--- src/hw/rtl/rrd_pkg.sv ---
// Shared constants and types for the repetition reach distribution block.
// No dependencies; imported by the engine, the top level and the checker.
package rrd_pkg;

    // Q1.16 probability format
    localparam int unsigned PROB_W = 17;
    localparam logic [PROB_W-1:0] PROB_ONE = 17'h10000;
    localparam logic [PROB_W-1:0] PROB_ZERO = 17'h00000;

    // default configuration
    localparam int unsigned DEF_MAX_CLASSES = 64;
    localparam int unsigned DEF_COUNT_FRAC_BITS = 8;

    // result strobe and flags from the engine to the output register
    typedef struct packed {
        logic load;
        logic is_empty;
        logic last;
    } res_ctl_t;

endpackage

--- src/hw/rtl/rrd_ram.sv ---
// Generic single-clock RAM: one write port, one read port, registered read.
// No dependencies.
module rrd_ram #(
    parameter int unsigned WIDTH = 17,
    parameter int unsigned DEPTH = 64
) (
    input  logic                     clk,
    input  logic                     we,
    input  logic [$clog2(DEPTH)-1:0] waddr,
    input  logic [WIDTH-1:0]         wdata,
    input  logic                     re,
    input  logic [$clog2(DEPTH)-1:0] raddr,
    output logic [WIDTH-1:0]         rdata
);

    logic [WIDTH-1:0] mem_reg [DEPTH];
    logic [WIDTH-1:0] rdata_reg;

    // write, and registered read that returns the old contents
    always_ff @(posedge clk)
    begin
        if (we)
        begin
            mem_reg[waddr] <= wdata;
        end
        if (re)
        begin
            rdata_reg <= mem_reg[raddr];
        end
    end

    assign rdata = rdata_reg;

endmodule

--- src/hw/rtl/rrd_engine.sv ---
// Sequencer and update datapath: runs the backward passes over the class table
// through the RAM port, then reads the table out; n <= 1 gives one direct word. Depends on rrd_pkg.
module rrd_engine #(
    parameter int unsigned MAX_CLASSES     = rrd_pkg::DEF_MAX_CLASSES,
    parameter int unsigned COUNT_FRAC_BITS = rrd_pkg::DEF_COUNT_FRAC_BITS
) (
    input  logic                                     clk,
    input  logic                                     rst_n,
    // input word
    input  logic                                     in_valid,
    output logic                                     in_ready,
    input  logic [rrd_pkg::PROB_W-1:0]               trial_prob,
    input  logic [$clog2(MAX_CLASSES)+COUNT_FRAC_BITS:0] trial_count,
    // result to the output register
    input  logic                                     out_free,
    output rrd_pkg::res_ctl_t                        res_ctl,
    output logic [$clog2(MAX_CLASSES)-1:0]           res_index,
    output logic [rrd_pkg::PROB_W-1:0]               res_prob,
    output logic [$clog2(MAX_CLASSES+1)-1:0]         res_total,
    // class table RAM
    output logic                                     ram_we,
    output logic [$clog2(MAX_CLASSES)-1:0]           ram_waddr,
    output logic [rrd_pkg::PROB_W-1:0]               ram_wdata,
    output logic                                     ram_re,
    output logic [$clog2(MAX_CLASSES)-1:0]           ram_raddr,
    input  logic [rrd_pkg::PROB_W-1:0]               ram_rdata
);

    import rrd_pkg::*;

    localparam int unsigned F  = COUNT_FRAC_BITS;
    localparam int unsigned AW = $clog2(MAX_CLASSES);
    localparam int unsigned TW = $clog2(MAX_CLASSES + 1);
    localparam int unsigned CW = AW + 1 + F;
    localparam int unsigned MW = PROB_W + F + 1;
    localparam logic [CW-1:0] COUNT_LIMIT = CW'(MAX_CLASSES * (2 ** COUNT_FRAC_BITS));
    localparam logic [CW-1:0] COUNT_ONE   = CW'(2 ** COUNT_FRAC_BITS);

    typedef enum logic [6:0] {
        ST_IDLE  = 7'b0000001,
        ST_SETUP = 7'b0000010,
        ST_EX    = 7'b0000100,
        ST_WB    = 7'b0001000,
        ST_ORD   = 7'b0010000,
        ST_OSH   = 7'b0100000,
        ST_EMIT  = 7'b1000000
    } state_t;

    state_t             state_reg, state_next;
    logic [PROB_W-1:0]  p_reg, p_next;
    logic [CW-1:0]      n_reg, n_next;
    logic [MW-1:0]      mul_reg, mul_next;
    logic [TW-1:0]      total_reg, total_next;
    logic [PROB_W-1:0]  factor_reg, factor_next;
    logic [AW-1:0]      top_reg, top_next;
    logic [AW-1:0]      k_reg, k_next;
    logic [AW-1:0]      idx_reg, idx_next;
    logic [PROB_W-1:0]  cur_reg, cur_next;
    logic [PROB_W-1:0]  nb_reg, nb_next;
    logic [PROB_W-1:0]  prod_reg, prod_next;
    logic               cond_reg, cond_next;
    logic               frac_pass_reg, frac_pass_next;
    logic               fwd_reg, fwd_next;
    logic [PROB_W-1:0]  fwd_data_reg, fwd_data_next;

    logic [AW:0]        whole;
    logic [F-1:0]       frac;
    logic [F:0]         mul_op;
    logic [PROB_W-1:0]  nb;
    logic [PROB_W-1:0]  diff;
    logic [2*PROB_W-1:0] prod_full;
    logic [PROB_W:0]    sum;
    logic [PROB_W-1:0]  wval;
    logic               last_out;

    assign whole = n_reg[CW-1:F];
    assign frac  = n_reg[F-1:0];

    // small multiplier: p times the count (single entry) or its fraction
    assign mul_op = (n_reg <= COUNT_ONE) ? n_reg[F:0] : {1'b0, frac};

    // neighbor value: 1.0 for class 0, else RAM data or the value just written
    assign nb = (k_reg == '0) ? PROB_ONE : (fwd_reg ? fwd_data_reg : ram_rdata);
    assign diff = nb - cur_reg;
    assign prod_full = (2*PROB_W)'(diff) * (2*PROB_W)'(factor_reg);

    // raise and clamp to 1.0
    assign sum  = {1'b0, cur_reg} + {1'b0, prod_reg};
    assign wval = cond_reg ? ((sum > {1'b0, PROB_ONE}) ? PROB_ONE : sum[PROB_W-1:0])
                           : cur_reg;

    assign last_out = ((TW'(idx_reg) + TW'(1)) == total_reg);
    assign in_ready = (state_reg == ST_IDLE);

    always_comb
    begin
        state_next     = state_reg;
        p_next         = p_reg;
        n_next         = n_reg;
        mul_next       = mul_reg;
        total_next     = total_reg;
        factor_next    = factor_reg;
        top_next       = top_reg;
        k_next         = k_reg;
        idx_next       = idx_reg;
        cur_next       = cur_reg;
        nb_next        = nb_reg;
        prod_next      = prod_reg;
        cond_next      = cond_reg;
        frac_pass_next = frac_pass_reg;
        fwd_next       = fwd_reg;
        fwd_data_next  = fwd_data_reg;
        ram_we         = 1'b0;
        ram_waddr      = k_reg;
        ram_wdata      = wval;
        ram_re         = 1'b0;
        ram_raddr      = idx_reg;
        res_ctl        = '0;
        res_index      = idx_reg;
        res_prob       = ram_rdata;
        res_total      = total_reg;

        case (state_reg)
            ST_IDLE:
            begin
                // saturate probability and count on capture
                if (in_valid)
                begin
                    p_next = (trial_prob > PROB_ONE) ? PROB_ONE : trial_prob;
                    n_next = (trial_count > COUNT_LIMIT) ? COUNT_LIMIT : trial_count;
                    state_next = ST_SETUP;
                end
            end
            ST_SETUP:
            begin
                mul_next   = MW'(p_reg) * MW'(mul_op);
                total_next = TW'(whole) + TW'(frac != '0);
                if (n_reg <= COUNT_ONE)
                begin
                    state_next = ST_EMIT;
                end
                else
                begin
                    // first pass: top 0, nothing to read
                    top_next       = '0;
                    k_next         = '0;
                    cur_next       = PROB_ZERO;
                    factor_next    = p_reg;
                    frac_pass_next = 1'b0;
                    fwd_next       = 1'b0;
                    state_next     = ST_EX;
                end
            end
            ST_EX:
            begin
                cond_next  = (k_reg == '0) || (cur_reg <= nb);
                prod_next  = prod_full[PROB_W+15:16];
                nb_next    = nb;
                state_next = ST_WB;
            end
            ST_WB:
            begin
                ram_we     = 1'b1;
                state_next = ST_EX;
                if (k_reg != '0)
                begin
                    // next class down; prefetch its lower neighbor
                    k_next    = k_reg - AW'(1);
                    cur_next  = nb_reg;
                    ram_re    = (k_reg > AW'(1));
                    ram_raddr = k_reg - AW'(2);
                end
                else if (!frac_pass_reg && (({1'b0, top_reg} + (AW+1)'(1)) < whole))
                begin
                    // next whole pass, cleared top entry
                    top_next  = top_reg + AW'(1);
                    k_next    = top_reg + AW'(1);
                    cur_next  = PROB_ZERO;
                    ram_re    = 1'b1;
                    ram_raddr = top_reg;
                end
                else if (!frac_pass_reg && (frac != '0))
                begin
                    // extra pass with factor frac(n) * p
                    top_next       = whole[AW-1:0];
                    k_next         = whole[AW-1:0];
                    cur_next       = PROB_ZERO;
                    factor_next    = mul_reg[F+PROB_W-1:F];
                    frac_pass_next = 1'b1;
                    ram_re         = 1'b1;
                    ram_raddr      = whole[AW-1:0] - AW'(1);
                end
                else
                begin
                    idx_next   = '0;
                    state_next = ST_ORD;
                end
                fwd_next      = ram_re && (ram_raddr == k_reg);
                fwd_data_next = wval;
            end
            ST_ORD:
            begin
                if (out_free)
                begin
                    ram_re     = 1'b1;
                    ram_raddr  = idx_reg;
                    state_next = ST_OSH;
                end
            end
            ST_OSH:
            begin
                res_ctl.load = 1'b1;
                res_ctl.last = last_out;
                if (last_out)
                begin
                    state_next = ST_IDLE;
                end
                else
                begin
                    idx_next   = idx_reg + AW'(1);
                    state_next = ST_ORD;
                end
            end
            ST_EMIT:
            begin
                // empty table or single entry p * n
                res_index = '0;
                if (n_reg == '0)
                begin
                    res_prob  = PROB_ZERO;
                    res_total = '0;
                end
                else
                begin
                    res_prob  = mul_reg[F+PROB_W-1:F];
                    res_total = TW'(1);
                end
                if (out_free)
                begin
                    res_ctl.load     = 1'b1;
                    res_ctl.is_empty = (n_reg == '0);
                    res_ctl.last     = 1'b1;
                    state_next       = ST_IDLE;
                end
            end
            default:
            begin
                state_next = ST_IDLE;
            end
        endcase
    end

    // control state
    always_ff @(posedge clk or negedge rst_n)
    begin
        if (!rst_n)
        begin
            state_reg     <= ST_IDLE;
            top_reg       <= '0;
            k_reg         <= '0;
            idx_reg       <= '0;
            frac_pass_reg <= 1'b0;
            fwd_reg       <= 1'b0;
        end
        else
        begin
            state_reg     <= state_next;
            top_reg       <= top_next;
            k_reg         <= k_next;
            idx_reg       <= idx_next;
            frac_pass_reg <= frac_pass_next;
            fwd_reg       <= fwd_next;
        end
    end

    // datapath
    always_ff @(posedge clk)
    begin
        p_reg        <= p_next;
        n_reg        <= n_next;
        mul_reg      <= mul_next;
        total_reg    <= total_next;
        factor_reg   <= factor_next;
        cur_reg      <= cur_next;
        nb_reg       <= nb_next;
        prod_reg     <= prod_next;
        cond_reg     <= cond_next;
        fwd_data_reg <= fwd_data_next;
    end

endmodule

--- src/hw/rtl/repetition_reach_distribution.sv ---
// Sequencing: a SETUP state, then an EX and a WB state per class update, and an ORD and
//   an OSH state per result word. Updates per item: sum of (j+1) over the whole passes j,
//   plus ceil(n) for a fractional pass. For n <= 1, SETUP goes straight to EMIT.
// Items: one at a time; the RAM read/update/write loop paces the updates.
// Reset: rst_n asynchronous, active low; clears control and output valid.
//   The class table is not cleared; every entry is written before it is read.
module repetition_reach_distribution #(
    parameter int unsigned MAX_CLASSES     = rrd_pkg::DEF_MAX_CLASSES,
    parameter int unsigned COUNT_FRAC_BITS = rrd_pkg::DEF_COUNT_FRAC_BITS
) (
    input  logic clk,
    input  logic rst_n,
    // trial_prob, trial_count
    input  logic s_axis_tvalid,
    output logic s_axis_tready,
    input  logic [((rrd_pkg::PROB_W + $clog2(MAX_CLASSES) + 1 + COUNT_FRAC_BITS + 7) / 8) * 8 - 1:0]
                 s_axis_tdata,
    // class_index, class_prob, class_total
    output logic m_axis_tvalid,
    input  logic m_axis_tready,
    output logic [(($clog2(MAX_CLASSES) + rrd_pkg::PROB_W + $clog2(MAX_CLASSES + 1) + 7) / 8) * 8 - 1:0]
                 m_axis_tdata,
    output logic m_axis_tlast,
    // is_empty
    output logic m_axis_tuser
);

    import rrd_pkg::*;

    localparam int unsigned AW  = $clog2(MAX_CLASSES);
    localparam int unsigned TW  = $clog2(MAX_CLASSES + 1);
    localparam int unsigned CW  = AW + 1 + COUNT_FRAC_BITS;
    localparam int unsigned ODW = ((AW + PROB_W + TW + 7) / 8) * 8;
    localparam int unsigned PAD = ODW - (AW + PROB_W + TW);

    res_ctl_t           res_ctl;
    logic [AW-1:0]      res_index;
    logic [PROB_W-1:0]  res_prob;
    logic [TW-1:0]      res_total;
    logic               out_free;
    logic               ram_we, ram_re;
    logic [AW-1:0]      ram_waddr, ram_raddr;
    logic [PROB_W-1:0]  ram_wdata, ram_rdata;

    logic               out_valid_reg, out_valid_next;
    logic [ODW-1:0]     out_data_reg;
    logic               out_last_reg;
    logic               out_empty_reg;

    rrd_engine #(
        .MAX_CLASSES     (MAX_CLASSES),
        .COUNT_FRAC_BITS (COUNT_FRAC_BITS)
    ) u_engine (
        .clk         (clk),
        .rst_n       (rst_n),
        .in_valid    (s_axis_tvalid),
        .in_ready    (s_axis_tready),
        .trial_prob  (s_axis_tdata[PROB_W-1:0]),
        .trial_count (s_axis_tdata[PROB_W+CW-1:PROB_W]),
        .out_free    (out_free),
        .res_ctl     (res_ctl),
        .res_index   (res_index),
        .res_prob    (res_prob),
        .res_total   (res_total),
        .ram_we      (ram_we),
        .ram_waddr   (ram_waddr),
        .ram_wdata   (ram_wdata),
        .ram_re      (ram_re),
        .ram_raddr   (ram_raddr),
        .ram_rdata   (ram_rdata)
    );

    rrd_ram #(
        .WIDTH (PROB_W),
        .DEPTH (MAX_CLASSES)
    ) u_class_ram (
        .clk   (clk),
        .we    (ram_we),
        .waddr (ram_waddr),
        .wdata (ram_wdata),
        .re    (ram_re),
        .raddr (ram_raddr),
        .rdata (ram_rdata)
    );

    // output word register
    assign out_free = !out_valid_reg || m_axis_tready;

    always_comb
    begin
        out_valid_next = out_valid_reg;
        if (res_ctl.load)
        begin
            out_valid_next = 1'b1;
        end
        else if (m_axis_tready)
        begin
            out_valid_next = 1'b0;
        end
    end

    always_ff @(posedge clk or negedge rst_n)
    begin
        if (!rst_n)
        begin
            out_valid_reg <= 1'b0;
        end
        else
        begin
            out_valid_reg <= out_valid_next;
        end
    end

    always_ff @(posedge clk)
    begin
        if (res_ctl.load)
        begin
            out_data_reg  <= {{PAD{1'b0}}, res_total, res_prob, res_index};
            out_last_reg  <= res_ctl.last;
            out_empty_reg <= res_ctl.is_empty;
        end
    end

    assign m_axis_tvalid = out_valid_reg;
    assign m_axis_tdata  = out_data_reg;
    assign m_axis_tlast  = out_last_reg;
    assign m_axis_tuser  = out_empty_reg;

endmodule

--- config.mk ---
export PLATFORM = sky130hd
export DESIGN_NAME = repetition_reach_distribution
export DESIGN_NICKNAME = d
export VERILOG_FILES = /design/src/hw/rtl/rrd_pkg.sv /design/src/hw/rtl/rrd_ram.sv /design/src/hw/rtl/rrd_engine.sv /design/src/hw/rtl/repetition_reach_distribution.sv
export SDC_FILE = /design/constraint.sdc
export NUM_CORES = 2
export LEC_CHECK = 0
export BUFFER_PORTS_ARGS = -buffer_cell sky130_fd_sc_hd__buf_2
export CORE_MARGIN = 4
export CORE_UTILIZATION = 40
export CTS_CLUSTER_SIZE = 28
export DETAILED_ROUTE_END_ITERATION = 10
export PLACE_DENSITY = 0.61
export SLEW_MARGIN = 20
export SYNTH_ARGS = -nofsm -noshare
export SYNTH_HDL_FRONTEND = slang
export SYNTH_SLANG_ARGS = --single-unit
--- constraint.sdc ---
create_clock -name clk -period 13 [get_ports clk]
set_clock_uncertainty 0.1 [all_clocks]
set_input_delay 2.6 -clock clk [delete_from_list [all_inputs] [get_ports clk]]
set_output_delay 2.6 -clock clk [all_outputs]
set_load 0.01 [all_outputs]
==> flow_summary.ini <==
[outcome]
outcome = finished clean

[global_route]
antenna_found_initial = 4
first_global_vias = 43250
grt_max_degree = 140
gr-total-overflow = 0
gr-usage-all-layers_pct = 20.37
grt_pass1_wl_um = 271900

[clock_network]
cts_root_buf = clkbuf_16
clock_latency_ns = 0.77
ctsResizeCount = 0
cts_max_path_buffers = 3
cts_tree = done
cts_setup_buffers = 0
clock-sinks = 1307
cts.clk_slew.worst_paths_ns = 0.06
cts.htree.levels = 4
cts_buffers = 139
cts_hold_buf = 0

[cells_and_area]
final_cell_mix = 1279 x edfxtp_1, 1270 x nand2_1, 439 x inv_1
fillers = 15150
layout_commonest_cell = edfxtp_1
area_growth_pct = 11.31
finalNonFillerCells = 8007
nets = 6258
largest_reg_flops = 1088
multi_input_area_um2 = 25450
seqCellArea_um2 = 39110
drive_gt1_share_pct = 8.226

[placement]
dp_hpwl_um = 110900
portBuffers = 69
dp_cells = 7762
gp_congestion = 0.8628

[worst_hold_path]
hp-class = flip-flop to flip-flop
hold_depth = 1

[worst_setup_path]
crit_cells = 37
crit_path_end = u_engine.prod_reg[16]
crit_family = adder cells
startpoint = u_engine.ram_waddr[0]
startpoint_type = flip-flop
worst_setup_path_end_kind = flip-flop
crit_required_ns = 13.39
crit_fanout = 27
cp_slowest_stage_delay_ns = 0.77
slowest_stage = o41ai_1
ff2ff_setup_slack_ns = 2.24
critPathKind = flip-flop to flip-flop
rr_worst_depth = 37
cp_num_buf_inv = 7
reg2reg_to = u_engine.prod_reg[16]
reg2reg_from = u_engine.ram_waddr[0]
cp.arrival_ns = 11.15

[routing]
vias = 43990
antenna_left = 0
wirelength_um = 179900
drc = 0
wl_per_cell_um = 22.46
drt_iter0_markers = 4074
drt-pass1-iter-count = 5
via_per_inst = 5.494

[yosys]
synth.distinct_cells = 80
synth_edf_count = 1279
ys_warn_count = 0
ys_seq_area_share_pct = 58.17
netlist_area_um2 = 67230
synthFlopType = edfxtp_1
postSynthCellCount = 5659
synthArstFlopShare_pct = 2.142
ys_ff_latch = 1307
avgSynthCellArea_um2 = 11.88

[sta]
tns_ns = 0
rsz0062_at_grt = false
period_needed_ns = 10.76
drv_slew = 0
hold_violations = 0
fin_crit_sh_pct = 82.76
fmax_mhz = 92.95
finalSetupViolCount = 0
tightest_slew_ns = 1.163
relSlewSlack_pct = 22.45

[floorplan]
die_area_um2 = 174700
core_um2 = 167000
initial_core_util_pct = 40.25
pin_count = 72
die_height_um = 418.0
fp-row-count = 150
fp.dieW_um = 418.0

[flow_run]
drv_cap = 0
-- synthesized netlist by cell type (9+ instances only) --
cell type	count	area share (%)
nand2_1	1272	7.1
nor3_1	47	0.35
nor2_1	170	0.95
a21o_1	16	0.18
nor2b_1	69	0.64
xor2_1	26	0.34
a32oi_1	66	0.86
o22ai_1	34	0.32
buf_2	105	0.78
inv_1	440	2.5
nor4_1	46	0.43
and3_1	77	0.72
dfrtp_1	27	1.0
clkbuf_1	165	0.92
buf_1	28	0.16
ha_1	196	3.6
xnor2_1	59	0.77
buf_4	14	0.16
nand4_1	12	0.11
and2_1	160	1.5
a22o_1	17	0.22
a211oi_1	81	0.90
o21a_1	9	0.10
nand2b_1	28	0.26
a21oi_1	119	0.89
fa_1	327	9.7
a31oi_1	115	1.1
o21ai_0	60	0.45
nand3_1	380	2.8
mux2i_1	88	1.3
edfxtp_1	1279	57
-- how the worst min path moves through the flow --
stage | startpoint | to | slack (ns)
2_1_floorplan | u_engine.top_reg[5] | u_engine.top_reg[5] | 0.41
3_5_place_dp | u_engine.nb_reg[2] | u_engine.cur_reg[2] | 0.43
5_1_grt | u_engine.nb_reg[2] | u_engine.cur_reg[2] | 0.45
4_1_cts | u_engine.nb_reg[2] | u_engine.cur_reg[2] | 0.44
3_3_place_gp | u_engine.nb_reg[3] | u_engine.cur_reg[3] | 0.42
6_report | u_engine.nb_reg[2] | u_engine.cur_reg[2] | 0.44
-- layout make-up --
type / count / area share, %
inverter: 441 / 2.212
multi-input combinational: 3594 / 34.00
sequential: 1307 / 52.26
timing repair buffer: 216 / 2.020
antenna: 4 / 0.01338
clock buffer: 171 / 4.894
clock inverter: 70 / 0.9145
tap: 2204 / 3.685
-- metal layers --
metal	up-vias	GRT usage [%]	part of all wire [%]
met5	-	0	0.0089
met4	2	7.204	3.5
met3	298	3.285	7.2
met2	1643	33.38	48
met1	22250	27.59	41
li1	19800	-	-
-- per-stage QoR --
| step | setup slack [ns] | utilization (%) | hold WS, ns | instance area (µm²) |
|---|---|---|---|---|
| 4_1_cts | 2.095 | 44.79 | 0.4427 | 74810 |
| 5_1_grt | 1.705 | 44.80 | 0.4520 | 74830 |
| 3_3_place_gp | 2.359 | 42.17 | 0.4247 | 70450 |
| 2_1_floorplan | 3.431 | - | 0.4086 | 67230 |
| 6_report | 2.241 | 44.80 | 0.4412 | 74840 |
| 3_5_place_dp | 2.111 | 42.19 | 0.4293 | 70470 |
-- worst reg2reg max path, delay by kind of cell (launching register included) --
kind	cells	cell delay, ns
adder cells (fa/ha/maj)	9	3.81
AO/OA/AOI/OAI	11	3.10
AND/OR/NAND/NOR	9	2.04
buffers and inverters	7	0.80
flip-flops	1	0.50
XOR/XNOR	1	0.15
-- logic make-up after synthesis --
| logic type | count (synthesis) | synth area share [%] |
|---|---|---|
| simple gates | 2307 | 15.46 |
| flops | 1307 | 58.17 |
| buf+inv | 759 | 4.578 |
| compound gates | 583 | 5.868 |
| fa+ha+maj | 523 | 13.38 |
| mux | 94 | 1.422 |
| xor+xnor | 85 | 1.107 |
| other cells | 1 | 0.005578 |
Power is left out: the tool's default activity adds up to more than one toggle a clock period on the data nets, which glitch-free logic cannot reach.
